[src/design/primality_trial_division_6k_unit_assert.svh]
// assertion macros shared by the primality unit modules
// both expect clk_i and rst_ni in the enclosing module
`ifndef PRIMALITY_TRIAL_DIVISION_6K_UNIT_ASSERT_SVH
`define PRIMALITY_TRIAL_DIVISION_6K_UNIT_ASSERT_SVH

// same-cycle implication
`define PTD6K_ASSERT_IMP(lbl, ante, cons) \
  lbl: assert property (@(posedge clk_i) disable iff (!rst_ni) (ante) |-> (cons)) \
    else $error("assertion failed");

// next-cycle implication
`define PTD6K_ASSERT_NXT(lbl, ante, cons) \
  lbl: assert property (@(posedge clk_i) disable iff (!rst_ni) (ante) |=> (cons)) \
    else $error("assertion failed");

`endif

[src/design/ptd6k_pkg.sv]
package ptd6k_pkg;

  localparam int unsigned NUMBER_WIDTH_DEF   = 32;
  localparam int unsigned IN_WIDTH           = 32;
  localparam int unsigned CLASS_WIDTH        = 2;
  localparam int unsigned REM_BITS_PER_CYCLE = 4;

  typedef enum logic [CLASS_WIDTH-1:0] {
    CLASS_INVALID   = 2'd0,
    CLASS_UNIT      = 2'd1,
    CLASS_PRIME     = 2'd2,
    CLASS_COMPOSITE = 2'd3
  } class_e;

  typedef struct packed {
    logic busy;
    logic done;
    logic zero;
  } rem_sts_t;

endpackage

[src/design/ptd6k_rem.sv]
`include "primality_trial_division_6k_unit_assert.svh"

module ptd6k_rem #(
  parameter int unsigned WIDTH = 32
) (
  input  logic                clk_i,
  input  logic                rst_ni,
  input  logic                start_i,
  input  logic [WIDTH-1:0]    dividend_i,
  input  logic [WIDTH-1:0]    divisor_i,
  output ptd6k_pkg::rem_sts_t sts_o
);
  import ptd6k_pkg::*;

  localparam int unsigned Radix = REM_BITS_PER_CYCLE;
  localparam int unsigned PadW  = ((WIDTH + Radix - 1) / Radix) * Radix;
  localparam int unsigned Iter  = PadW / Radix;
  localparam int unsigned CntW  = $clog2(Iter + 1);

  logic            busy_q;
  logic            done_q;
  logic            zero_q;
  logic [CntW-1:0] cnt_q;
  logic [PadW-1:0] num_q, num_d;
  logic [WIDTH-1:0] div_q;
  logic [WIDTH-1:0] rem_q, rem_d;

  // radix-2 restoring steps, Radix bits per cycle
  always_comb begin
    logic [WIDTH:0]   trial;
    logic [WIDTH-1:0] acc;
    acc = rem_q;
    trial = '0;
    for (int i = 0; i < Radix; i++) begin
      trial = {acc, num_q[PadW-1-i]};
      if (trial >= {1'b0, div_q}) begin
        trial = trial - {1'b0, div_q};
      end
      acc = trial[WIDTH-1:0];
    end
    rem_d = acc;
    num_d = num_q << Radix;
  end

  always_ff @(posedge clk_i or negedge rst_ni) begin
    if (!rst_ni) begin
      busy_q <= 1'b0;
      done_q <= 1'b0;
      cnt_q  <= '0;
    end else begin
      done_q <= 1'b0;
      if (start_i) begin
        busy_q <= 1'b1;
        cnt_q  <= CntW'(Iter);
      end else if (busy_q) begin
        cnt_q <= cnt_q - 1'b1;
        if (cnt_q == CntW'(1)) begin
          busy_q <= 1'b0;
          done_q <= 1'b1;
        end
      end
    end
  end

  always_ff @(posedge clk_i) begin
    if (start_i) begin
      num_q <= PadW'(dividend_i);
      div_q <= divisor_i;
      rem_q <= '0;
    end else if (busy_q) begin
      num_q  <= num_d;
      rem_q  <= rem_d;
      zero_q <= (rem_d == '0);
    end
  end

  assign sts_o.busy = busy_q;
  assign sts_o.done = done_q;
  assign sts_o.zero = zero_q;

  `PTD6K_ASSERT_IMP(a_start_idle, start_i, !busy_q)
  `PTD6K_ASSERT_NXT(a_done_pulse, done_q, !done_q && !busy_q)
  `PTD6K_ASSERT_NXT(a_last_step_done, busy_q && cnt_q == CntW'(1), done_q)

endmodule

[src/design/primality_trial_division_6k_unit.sv]
// invalid, one, two, three and even numbers are classified without the divider; otherwise the
// number is tested by three, then by each 6k-1/6k+1 pair d, d+2 while d^2 <= number, until the
// final bound check; all divisions share one remainder unit (4 quotient bits per cycle)
// one transaction at a time; input ready again once the result is registered
// asynchronous active-low reset clears the sequencer and the output valid
`include "primality_trial_division_6k_unit_assert.svh"

module primality_trial_division_6k_unit #(
  parameter int unsigned NUMBER_WIDTH = ptd6k_pkg::NUMBER_WIDTH_DEF
) (
  input  logic                              clk_i,
  input  logic                              rst_ni,
  input  logic                              in_valid_i,
  output logic                              in_ready_o,
  input  logic [ptd6k_pkg::IN_WIDTH-1:0]    number_i,
  output logic                              out_valid_o,
  input  logic                              out_ready_i,
  output logic [ptd6k_pkg::CLASS_WIDTH-1:0] class_code_o
);
  import ptd6k_pkg::*;

  localparam int unsigned SqW = NUMBER_WIDTH + 2;

  typedef enum logic [2:0] {
    ST_IDLE,
    ST_CHECK,
    ST_REM3,
    ST_BOUND,
    ST_REMA,
    ST_REMB,
    ST_DONE
  } state_e;

  state_e                  state_q;
  logic [NUMBER_WIDTH-1:0] num_ext;
  logic [NUMBER_WIDTH-1:0] v_q;
  logic [NUMBER_WIDTH-1:0] d_q;
  logic [SqW-1:0]          sq_q;
  logic [SqW-1:0]          sq_d;
  class_e                  cls_q;
  class_e                  out_cls_q;
  logic                    out_valid_q;
  logic                    rem_start_q;
  logic [NUMBER_WIDTH-1:0] rem_div_q;
  rem_sts_t                rem_sts;

  if (NUMBER_WIDTH <= IN_WIDTH) begin : g_trunc
    assign num_ext = number_i[NUMBER_WIDTH-1:0];
  end else begin : g_sext
    assign num_ext = {{(NUMBER_WIDTH - IN_WIDTH){number_i[IN_WIDTH-1]}}, number_i};
  end

  // (d+6)^2 = d^2 + 12d + 36
  assign sq_d = sq_q + (SqW'(d_q) << 3) + (SqW'(d_q) << 2) + SqW'(36);

  ptd6k_rem #(
    .WIDTH(NUMBER_WIDTH)
  ) u_rem (
    .clk_i     (clk_i),
    .rst_ni    (rst_ni),
    .start_i   (rem_start_q),
    .dividend_i(v_q),
    .divisor_i (rem_div_q),
    .sts_o     (rem_sts)
  );

  always_ff @(posedge clk_i or negedge rst_ni) begin
    if (!rst_ni) begin
      state_q     <= ST_IDLE;
      out_valid_q <= 1'b0;
      rem_start_q <= 1'b0;
    end else begin
      rem_start_q <= 1'b0;
      if (out_valid_q && out_ready_i && state_q != ST_DONE) begin
        out_valid_q <= 1'b0;
      end
      unique case (state_q)
        ST_IDLE: begin
          if (in_valid_i) begin
            state_q <= ST_CHECK;
          end
        end
        ST_CHECK: begin
          priority if (v_q[NUMBER_WIDTH-1] || v_q == '0) begin
            cls_q   <= CLASS_INVALID;
            state_q <= ST_DONE;
          end else if (v_q == NUMBER_WIDTH'(1)) begin
            cls_q   <= CLASS_UNIT;
            state_q <= ST_DONE;
          end else if (v_q == NUMBER_WIDTH'(2) || v_q == NUMBER_WIDTH'(3)) begin
            cls_q   <= CLASS_PRIME;
            state_q <= ST_DONE;
          end else if (!v_q[0]) begin
            cls_q   <= CLASS_COMPOSITE;
            state_q <= ST_DONE;
          end else begin
            rem_start_q <= 1'b1;
            rem_div_q   <= NUMBER_WIDTH'(3);
            state_q     <= ST_REM3;
          end
        end
        ST_REM3: begin
          if (rem_sts.done) begin
            if (rem_sts.zero) begin
              cls_q   <= CLASS_COMPOSITE;
              state_q <= ST_DONE;
            end else begin
              d_q     <= NUMBER_WIDTH'(5);
              sq_q    <= SqW'(25);
              state_q <= ST_BOUND;
            end
          end
        end
        ST_BOUND: begin
          if (sq_q > SqW'(v_q)) begin
            cls_q   <= CLASS_PRIME;
            state_q <= ST_DONE;
          end else begin
            rem_start_q <= 1'b1;
            rem_div_q   <= d_q;
            state_q     <= ST_REMA;
          end
        end
        ST_REMA: begin
          if (rem_sts.done) begin
            if (rem_sts.zero) begin
              cls_q   <= CLASS_COMPOSITE;
              state_q <= ST_DONE;
            end else begin
              rem_start_q <= 1'b1;
              rem_div_q   <= d_q + NUMBER_WIDTH'(2);
              state_q     <= ST_REMB;
            end
          end
        end
        ST_REMB: begin
          if (rem_sts.done) begin
            if (rem_sts.zero) begin
              cls_q   <= CLASS_COMPOSITE;
              state_q <= ST_DONE;
            end else begin
              d_q     <= d_q + NUMBER_WIDTH'(6);
              sq_q    <= sq_d;
              state_q <= ST_BOUND;
            end
          end
        end
        ST_DONE: begin
          if (!out_valid_q || out_ready_i) begin
            out_valid_q <= 1'b1;
            out_cls_q   <= cls_q;
            state_q     <= ST_IDLE;
          end
        end
        default: begin
          state_q <= ST_IDLE;
        end
      endcase
    end
  end

  always_ff @(posedge clk_i) begin
    if (in_valid_i && in_ready_o) begin
      v_q <= num_ext;
    end
  end

  assign in_ready_o   = (state_q == ST_IDLE);
  assign out_valid_o  = out_valid_q;
  assign class_code_o = out_cls_q;

  `PTD6K_ASSERT_NXT(a_accept_check, in_valid_i && in_ready_o, state_q == ST_CHECK)
  `PTD6K_ASSERT_IMP(a_idle_rem_free, state_q == ST_IDLE, !rem_sts.busy && !rem_sts.done)
  `PTD6K_ASSERT_IMP(a_done_waiting, rem_sts.done,
                    state_q == ST_REM3 || state_q == ST_REMA || state_q == ST_REMB)
  `PTD6K_ASSERT_IMP(a_divisor_odd, state_q == ST_BOUND, d_q[0])

endmodule

[config.mk]
export PLATFORM = sky130hd
export DESIGN_NAME = primality_trial_division_6k_unit
export DESIGN_NICKNAME = d
export VERILOG_FILES = /design/src/design/ptd6k_pkg.sv /design/src/design/ptd6k_rem.sv /design/src/design/primality_trial_division_6k_unit.sv
export VERILOG_INCLUDE_DIRS = /design/src /design/src/design
export SDC_FILE = /design/constraint.sdc
export NUM_CORES = 1
export LEC_CHECK = 0
export ABC_AREA = 1
export BUFFER_PORTS_ARGS = -buffer_cell sky130_fd_sc_hd__buf_2
export CORE_MARGIN = 2
export CORE_UTILIZATION = 50
export CTS_CLUSTER_DIAMETER = 50
export DETAILED_ROUTE_END_ITERATION = 10
export GPL_ROUTABILITY_DRIVEN = 0
export PLACE_DENSITY_LB_ADDON = 0.12
export SYNTH_ARGS = -nofsm -noshare
export SYNTH_HDL_FRONTEND = slang
export SYNTH_SLANG_ARGS = --single-unit
[constraint.sdc]
create_clock -name clk_i -period 10.6 [get_ports clk_i]
set_input_delay 2.12 -clock clk_i [delete_from_list [all_inputs] [get_ports clk_i]]
set_output_delay 2.12 -clock clk_i [all_outputs]
set_load 0.005 [all_outputs]
**Word-level counts from Yosys, hierarchy flattened**

Cells that the tools add are included.

- Bits in registers: 242
- Bits of input ports: 36
- Output and inout bits: 4
- Word-level logic and storage cells: 146

- Add/subtract/negate cells: 10
- Magnitude comparators: 5
- Equal/unequal tests: 29
- Multiplexer cells: 63
- Bitwise operators: 1
- Reductions and logical operators: 22

Operators with widths:

| operator | number |
|---|---|
| 32-bit two-way mux | 17 |
| 34-bit two-way mux | 4 |
| 33-bit by 32-bit greater-or-equal comparator with 1-bit output | 4 |
| 32-bit subtractor | 4 |
| 32-bit case mux with 3 select lines | 1 |
| 34-bit adder | 2 |
| 34-bit case mux with 2 select lines | 1 |
| 32-bit by 2-bit equality test with 1-bit output, second input constant | 2 |
| 32-bit logical NOT | 2 |
| 32-bit case mux with 2 select lines | 1 |
| 34-bit by 6-bit adder with 34-bit output, second input constant | 1 |
| 34-bit by 32-bit greater-than comparator with 1-bit output | 1 |
| 32-bit by 2-bit adder with 32-bit output, second input constant | 1 |
| 32-bit by 3-bit adder with 32-bit output, second input constant | 1 |
| 32-bit by 1-bit equality test with 1-bit output, second input constant | 1 |
| 3-bit two-way mux | 9 |
| 2-bit != test, second input constant | 11 |
| 2-bit two-way mux | 9 |
| 3-bit case mux with 6 select lines | 1 |
| 1-bit two-way mux | 16 |
| 2-bit by 1-bit != test with 1-bit output, second input constant | 6 |
| 6-bit AND reduction | 2 |
| 3-bit equality test, second input constant | 3 |
| 9-bit AND reduction | 1 |
| 21 further kinds | 29 |

**Longest topological paths before layout**

- Depth in word-level cells: 9
- Gate-level depth with buffers: 73
- Gate-level depth less buffers: 69

**Modules after synthesis**

From an unflattened synthesis, not the netlist that was laid out.

- Cell total of the unflattened synthesis: 3,222
- Area total of the unflattened synthesis: 23,072.1 um^2

Modules (own cells, without submodules):

| module | instances | cells each | area each (um^2) | seq. area each (um^2) |
|---|---|---|---|---|
| ptd6k_rem | 1 | 2,046 | 12,863.6 | 2,742.6 |
| primality_trial_division_6k_unit | 1 | 1,176 | 10,208.5 | 4,028.9 |

**Worst setup path after synthesis**

No wires, ideal clock.

- Path type: in2reg
- From: input port rst_ni
- To: register d_q[10], enable pin
- Setup time: 0.635 ns
- Data arrival time: 8.034 ns
- Data required time: 9.965 ns
- Slack: 1.931 ns
- Stages on the path: 2
- Path buffers: 0
- Cells stage by stage: inv_1 > nor4_1

- Word-level cells in the longest chain between the ends: 1

RTL lines:

| element | line | text |
|---|---|---|
| start: declaration | primality_trial_division_6k_unit.sv:12 | `input logic rst_ni,` |
| 6-bit AND reduction (no line) | n/a |  |
| end signal: assignment | primality_trial_division_6k_unit.sv:142 | `d_q <= d_q + NUMBER_WIDTH'(6);` |
| end: declaration | primality_trial_division_6k_unit.sv:37 | `logic [NUMBER_WIDTH-1:0] d_q;` |

No other way between the ends.
A chain may end at the register's enable or synchronous reset.

**Worst setup path in the final report**

- From: register u_rem.div_q[15]
- To: register u_rem.zero_q, data pin

- Word-level cells in the longest chain between the ends: 9
- Elaborated cells on any way between the ends: 13
- Classes of those cells: add/sub: 4; order compare: 4; mux: 4; reduce/logical: 1

RTL lines:

| element | line | text |
|---|---|---|
| start: declaration | ptd6k_rem.sv:25 | `logic [WIDTH-1:0] div_q;` |
| start signal: assignment | ptd6k_rem.sv:68 | `div_q <= divisor_i;` |
| 32-bit subtractor or 33-bit by 32-bit greater-or-equal comparator with 1-bit output (tied branches) | ptd6k_rem.sv:37, ptd6k_rem.sv:36 |  |
| 32-bit two-way mux | ptd6k_rem.sv:36 | `if (trial >= {1'b0, div_q}) begin` |
| 32-bit subtractor or 33-bit by 32-bit greater-or-equal comparator with 1-bit output (tied branches) | ptd6k_rem.sv:37, ptd6k_rem.sv:36 |  |
| 32-bit two-way mux | ptd6k_rem.sv:36 |  |
| 32-bit subtractor or 33-bit by 32-bit greater-or-equal comparator with 1-bit output (tied branches) | ptd6k_rem.sv:37, ptd6k_rem.sv:36 |  |
| 32-bit two-way mux | ptd6k_rem.sv:36 |  |
| 32-bit subtractor or 33-bit by 32-bit greater-or-equal comparator with 1-bit output (tied branches) | ptd6k_rem.sv:37, ptd6k_rem.sv:36 |  |
| 32-bit two-way mux (*) | ptd6k_rem.sv:36 |  |
| 32-bit logical NOT (*) | ptd6k_rem.sv:73 | `zero_q <= (rem_d == '0);` |
| end signal: assignment | ptd6k_rem.sv:73 |  |
| end: declaration | ptd6k_rem.sv:22 | `logic zero_q;` |

Every way passes the cells marked *; elsewhere a longest branch is shown, timed or not.

==> impl_metrics.ini <==
[status]
status = finished clean

[clocking]
clk_path_buf_depth = 3
numCtsBuffers = 39
clkTransAtPathRegs_ns = 0.05
post_cts_buffers = 0
cts_tree = built
cts_hold_buf = 0
htree_num_levels = 2
cts.sinks = 238
root_buffer = clkbuf_16
clk_latency_ns = 0.57

[worst_setup_path]
worstSetupPathType = register to register
worstPathArrival_ns = 10.30
rr_endpoint = u_rem.zero_q
reg2reg_depth = 61
crit_buf_inv = 11
critPathLaunch = u_rem.div_q[15]
cp_slowest_cell = ha_1
crit_fanout = 46
ff2ff_setup_slack_ns = 0.72
cpMostUsedCell = nand2_1
cp_data_required_time_ns = 11.02
worst_setup_path_start_kind = register
endpoint_kind = register
critical_path.top_delay_family = simple AND/OR/NAND/NOR gates
max_stage_delay_ns = 0.43
reg2reg_from = u_rem.div_q[15]

[layout]
area_growth_pct = 12.38
regArea_um2 = 6773
multiInputGateArea_um2 = 13610
final_layout_size_suffix_gt1_share_pct = 7.836
n_antenna_cell = 0
layout_common_cells = nand2_1 (755), inv_1 (396), ha_1 (249), a21oi_1 (247), nor2_1 (230)
final_common_cell = nand2_1
n_fill_cell = 4124
fin_nets = 3391

[sta]
slew_headroom_pct = 28.12
worst_pin_slew_ns = 1.077
hold_viol = 0
fin_setup_tns_ns = 0
slew_violations = 0
clock.fmax_mhz = 101.2
final.period_utilization_pct = 93.25
finalCriticalPeriod_ns = 9.885
clock_skew_ns = 0.02029
rsz0062_at_grt = no
setup-violations-final = 0

[synthesis]
ys_warn_count = 0
synth_cell_types = 55
syn-num-nets = 3283
synth_area_um2 = 22080
synth_edf_count = 195
ys_seq_area_share_pct = 30.67
synth_cells = 2964
ys.flop_type = edfxtp_1
syn_area_per_cell_um2 = 7.448
async_flop_share_pct = 4.622
ys_ff_latch = 238

[placement]
place.detailed.hpwl_um = 57220
port_buffers = 39

[detailed_routing]
drtIter0Drc = 1930
via_per_inst = 5.728
ant_nets = 0
wl_per_cell_um = 19.38
firstDrtPassIters = 6
vias = 21110
remaining_drc_errors = 0
wirelength_um = 71440

[floorplan]
core_um2 = 43360
die_y_um = 214.1
start_util_pct = 50.91
fp-row-count = 76
die_area_um2 = 45850
die_x_um = 214.1
io_pins = 40

[hold_path]
min_path_type = register to register
holdPathStages = 0
hp-start = rem_div_q[20]
min_to = u_rem.div_q[20]

[grt]
grt_max_degree = 63
grt_pass1_wl_um = 111700
antenna_found_initial = 1
overflow = 0
grtUsageTotal_pct = 30.82
grt_pass1_vias = 20670

[flow_run]
cap_violations = 0
worst max path at each step:
stage	end	cells past startpoint
2_1_floorplan	d_q[10]	2
3_3_place_gp	u_rem.zero_q	59
3_5_place_dp	u_rem.zero_q	57
4_1_cts	u_rem.zero_q	57
5_1_grt	u_rem.zero_q	63
6_report	u_rem.zero_q	61
state kept, by name, summed over array words and instances, names as in the netlist, 2 cells and up:
signal / cells
class_code_o: 2
cls_q: 2
d_q: 31
rem_div_q: 32
sq_q: 31
state_q: 3
u_rem.cnt_q: 4
u_rem.div_q: 32
u_rem.num_q: 32
u_rem.rem_q: 32
v_q: 32
kinds of logic after synthesis:
family                     share of synthesized area [%]
AOI/OAI and AO/OA                                  16.33
xor gates and xnor gates                           4.642
adders and majority gates                          17.20
buffers and inverters                              7.997
DFF                                                30.67
other                                            0.01699
and+or+nand+nor                                    23.15
synthesized netlist by cell type (3+ instances only):
| master | n | area, um2 |
|---|---|---|
| fa_1 | 34 | 680.7 |
| a21oi_1 | 249 | 1246 |
| a221oi_1 | 6 | 52.55 |
| xor2_1 | 68 | 595.6 |
| o21ai_0 | 229 | 1146 |
| clkbuf_1 | 28 | 105.1 |
| o21a_1 | 29 | 217.7 |
| a22o_1 | 13 | 113.9 |
| a311oi_1 | 10 | 87.58 |
| o22ai_1 | 14 | 87.58 |
| nor4_1 | 19 | 118.9 |
| a21o_1 | 14 | 105.1 |
| dfrtp_1 | 11 | 275.3 |
| o211ai_1 | 3 | 22.52 |
| nand4_1 | 38 | 237.7 |
| inv_1 | 397 | 1490 |
| and2_1 | 4 | 25.02 |
| buf_4 | 5 | 37.54 |
| nand3b_1 | 8 | 60.06 |
| a21boi_0 | 9 | 67.56 |
| o221ai_1 | 5 | 43.79 |
| nand2_1 | 755 | 2834 |
| o21ai_1 | 7 | 35.03 |
| nor2_1 | 234 | 878.3 |
| xnor2_1 | 49 | 429.2 |
| dfxtp_1 | 32 | 640.6 |
| buf_2 | 13 | 65.06 |
| o21bai_1 | 18 | 135.1 |
| nor2_2 | 13 | 81.33 |
| nand2_2 | 4 | 25.02 |
| buf_6 | 4 | 45.04 |
| nand3_2 | 3 | 30.03 |
| a31oi_1 | 14 | 87.58 |
| inv_2 | 5 | 18.77 |
| a211oi_1 | 4 | 30.03 |
| nor3_1 | 31 | 155.2 |
| or2_2 | 16 | 100.1 |
| ha_1 | 249 | 3115 |
| nand3_1 | 106 | 530.5 |
| edfxtp_1 | 195 | 5856 |
final cells by class:
class,instances,share of cell area [%]
clock inverter,27,1.362
sequential,238,27.30
multi-input combinational,2273,54.85
timing repair buffer,117,3.344
clock buffer,43,4.080
tap,585,2.950
inverter,403,6.118
per-stage QoR:
stage	setup WS (ns)	cell area (um2)	hold WS, ns	cells	util, %
CTS	0.02740	24740	0.4171	3686	57.05
detailed placement	0.09458	23390	0.4045	3616	53.94
floorplan	1.931	22080	0.4003	2964	-
global placement	0.1452	23390	0.4015	3616	53.94
global route	0.0004610	24810	0.4225	3686	57.21
finish	0.7154	24810	0.4136	3686	57.21
timing repair:
| action | in CTS | in global routing |
|---|---|---|
| setup endpoints to repair | 0 | 33 |
| gates resized for setup | 0 | 27 |
| endpoints found under the hold margin | 0 | 0 |
routing by layer:
layer / vias to the layer above / wire (um) / global-route usage (%)
li1: 10210 / - / -
met1: 9772 / 28310 / 37.39
met2: 894 / 34010 / 52.86
met3: 235 / 4814 / 4.369
met4: 0 / 4304 / 16.90
met5: - / 0 / 0
worst register-to-register path, delay by kind of cell, from the launching register on:
kind	cells	cell delay, ns
fa+ha+maj	4	1.55
flops	1	0.37
compound gates	8	1.46
buf+inv	11	1.69
simple gates	38	4.67
Power is not shown: default switching activity piles up to over one toggle a cycle in this logic, so the estimate is an artifact.
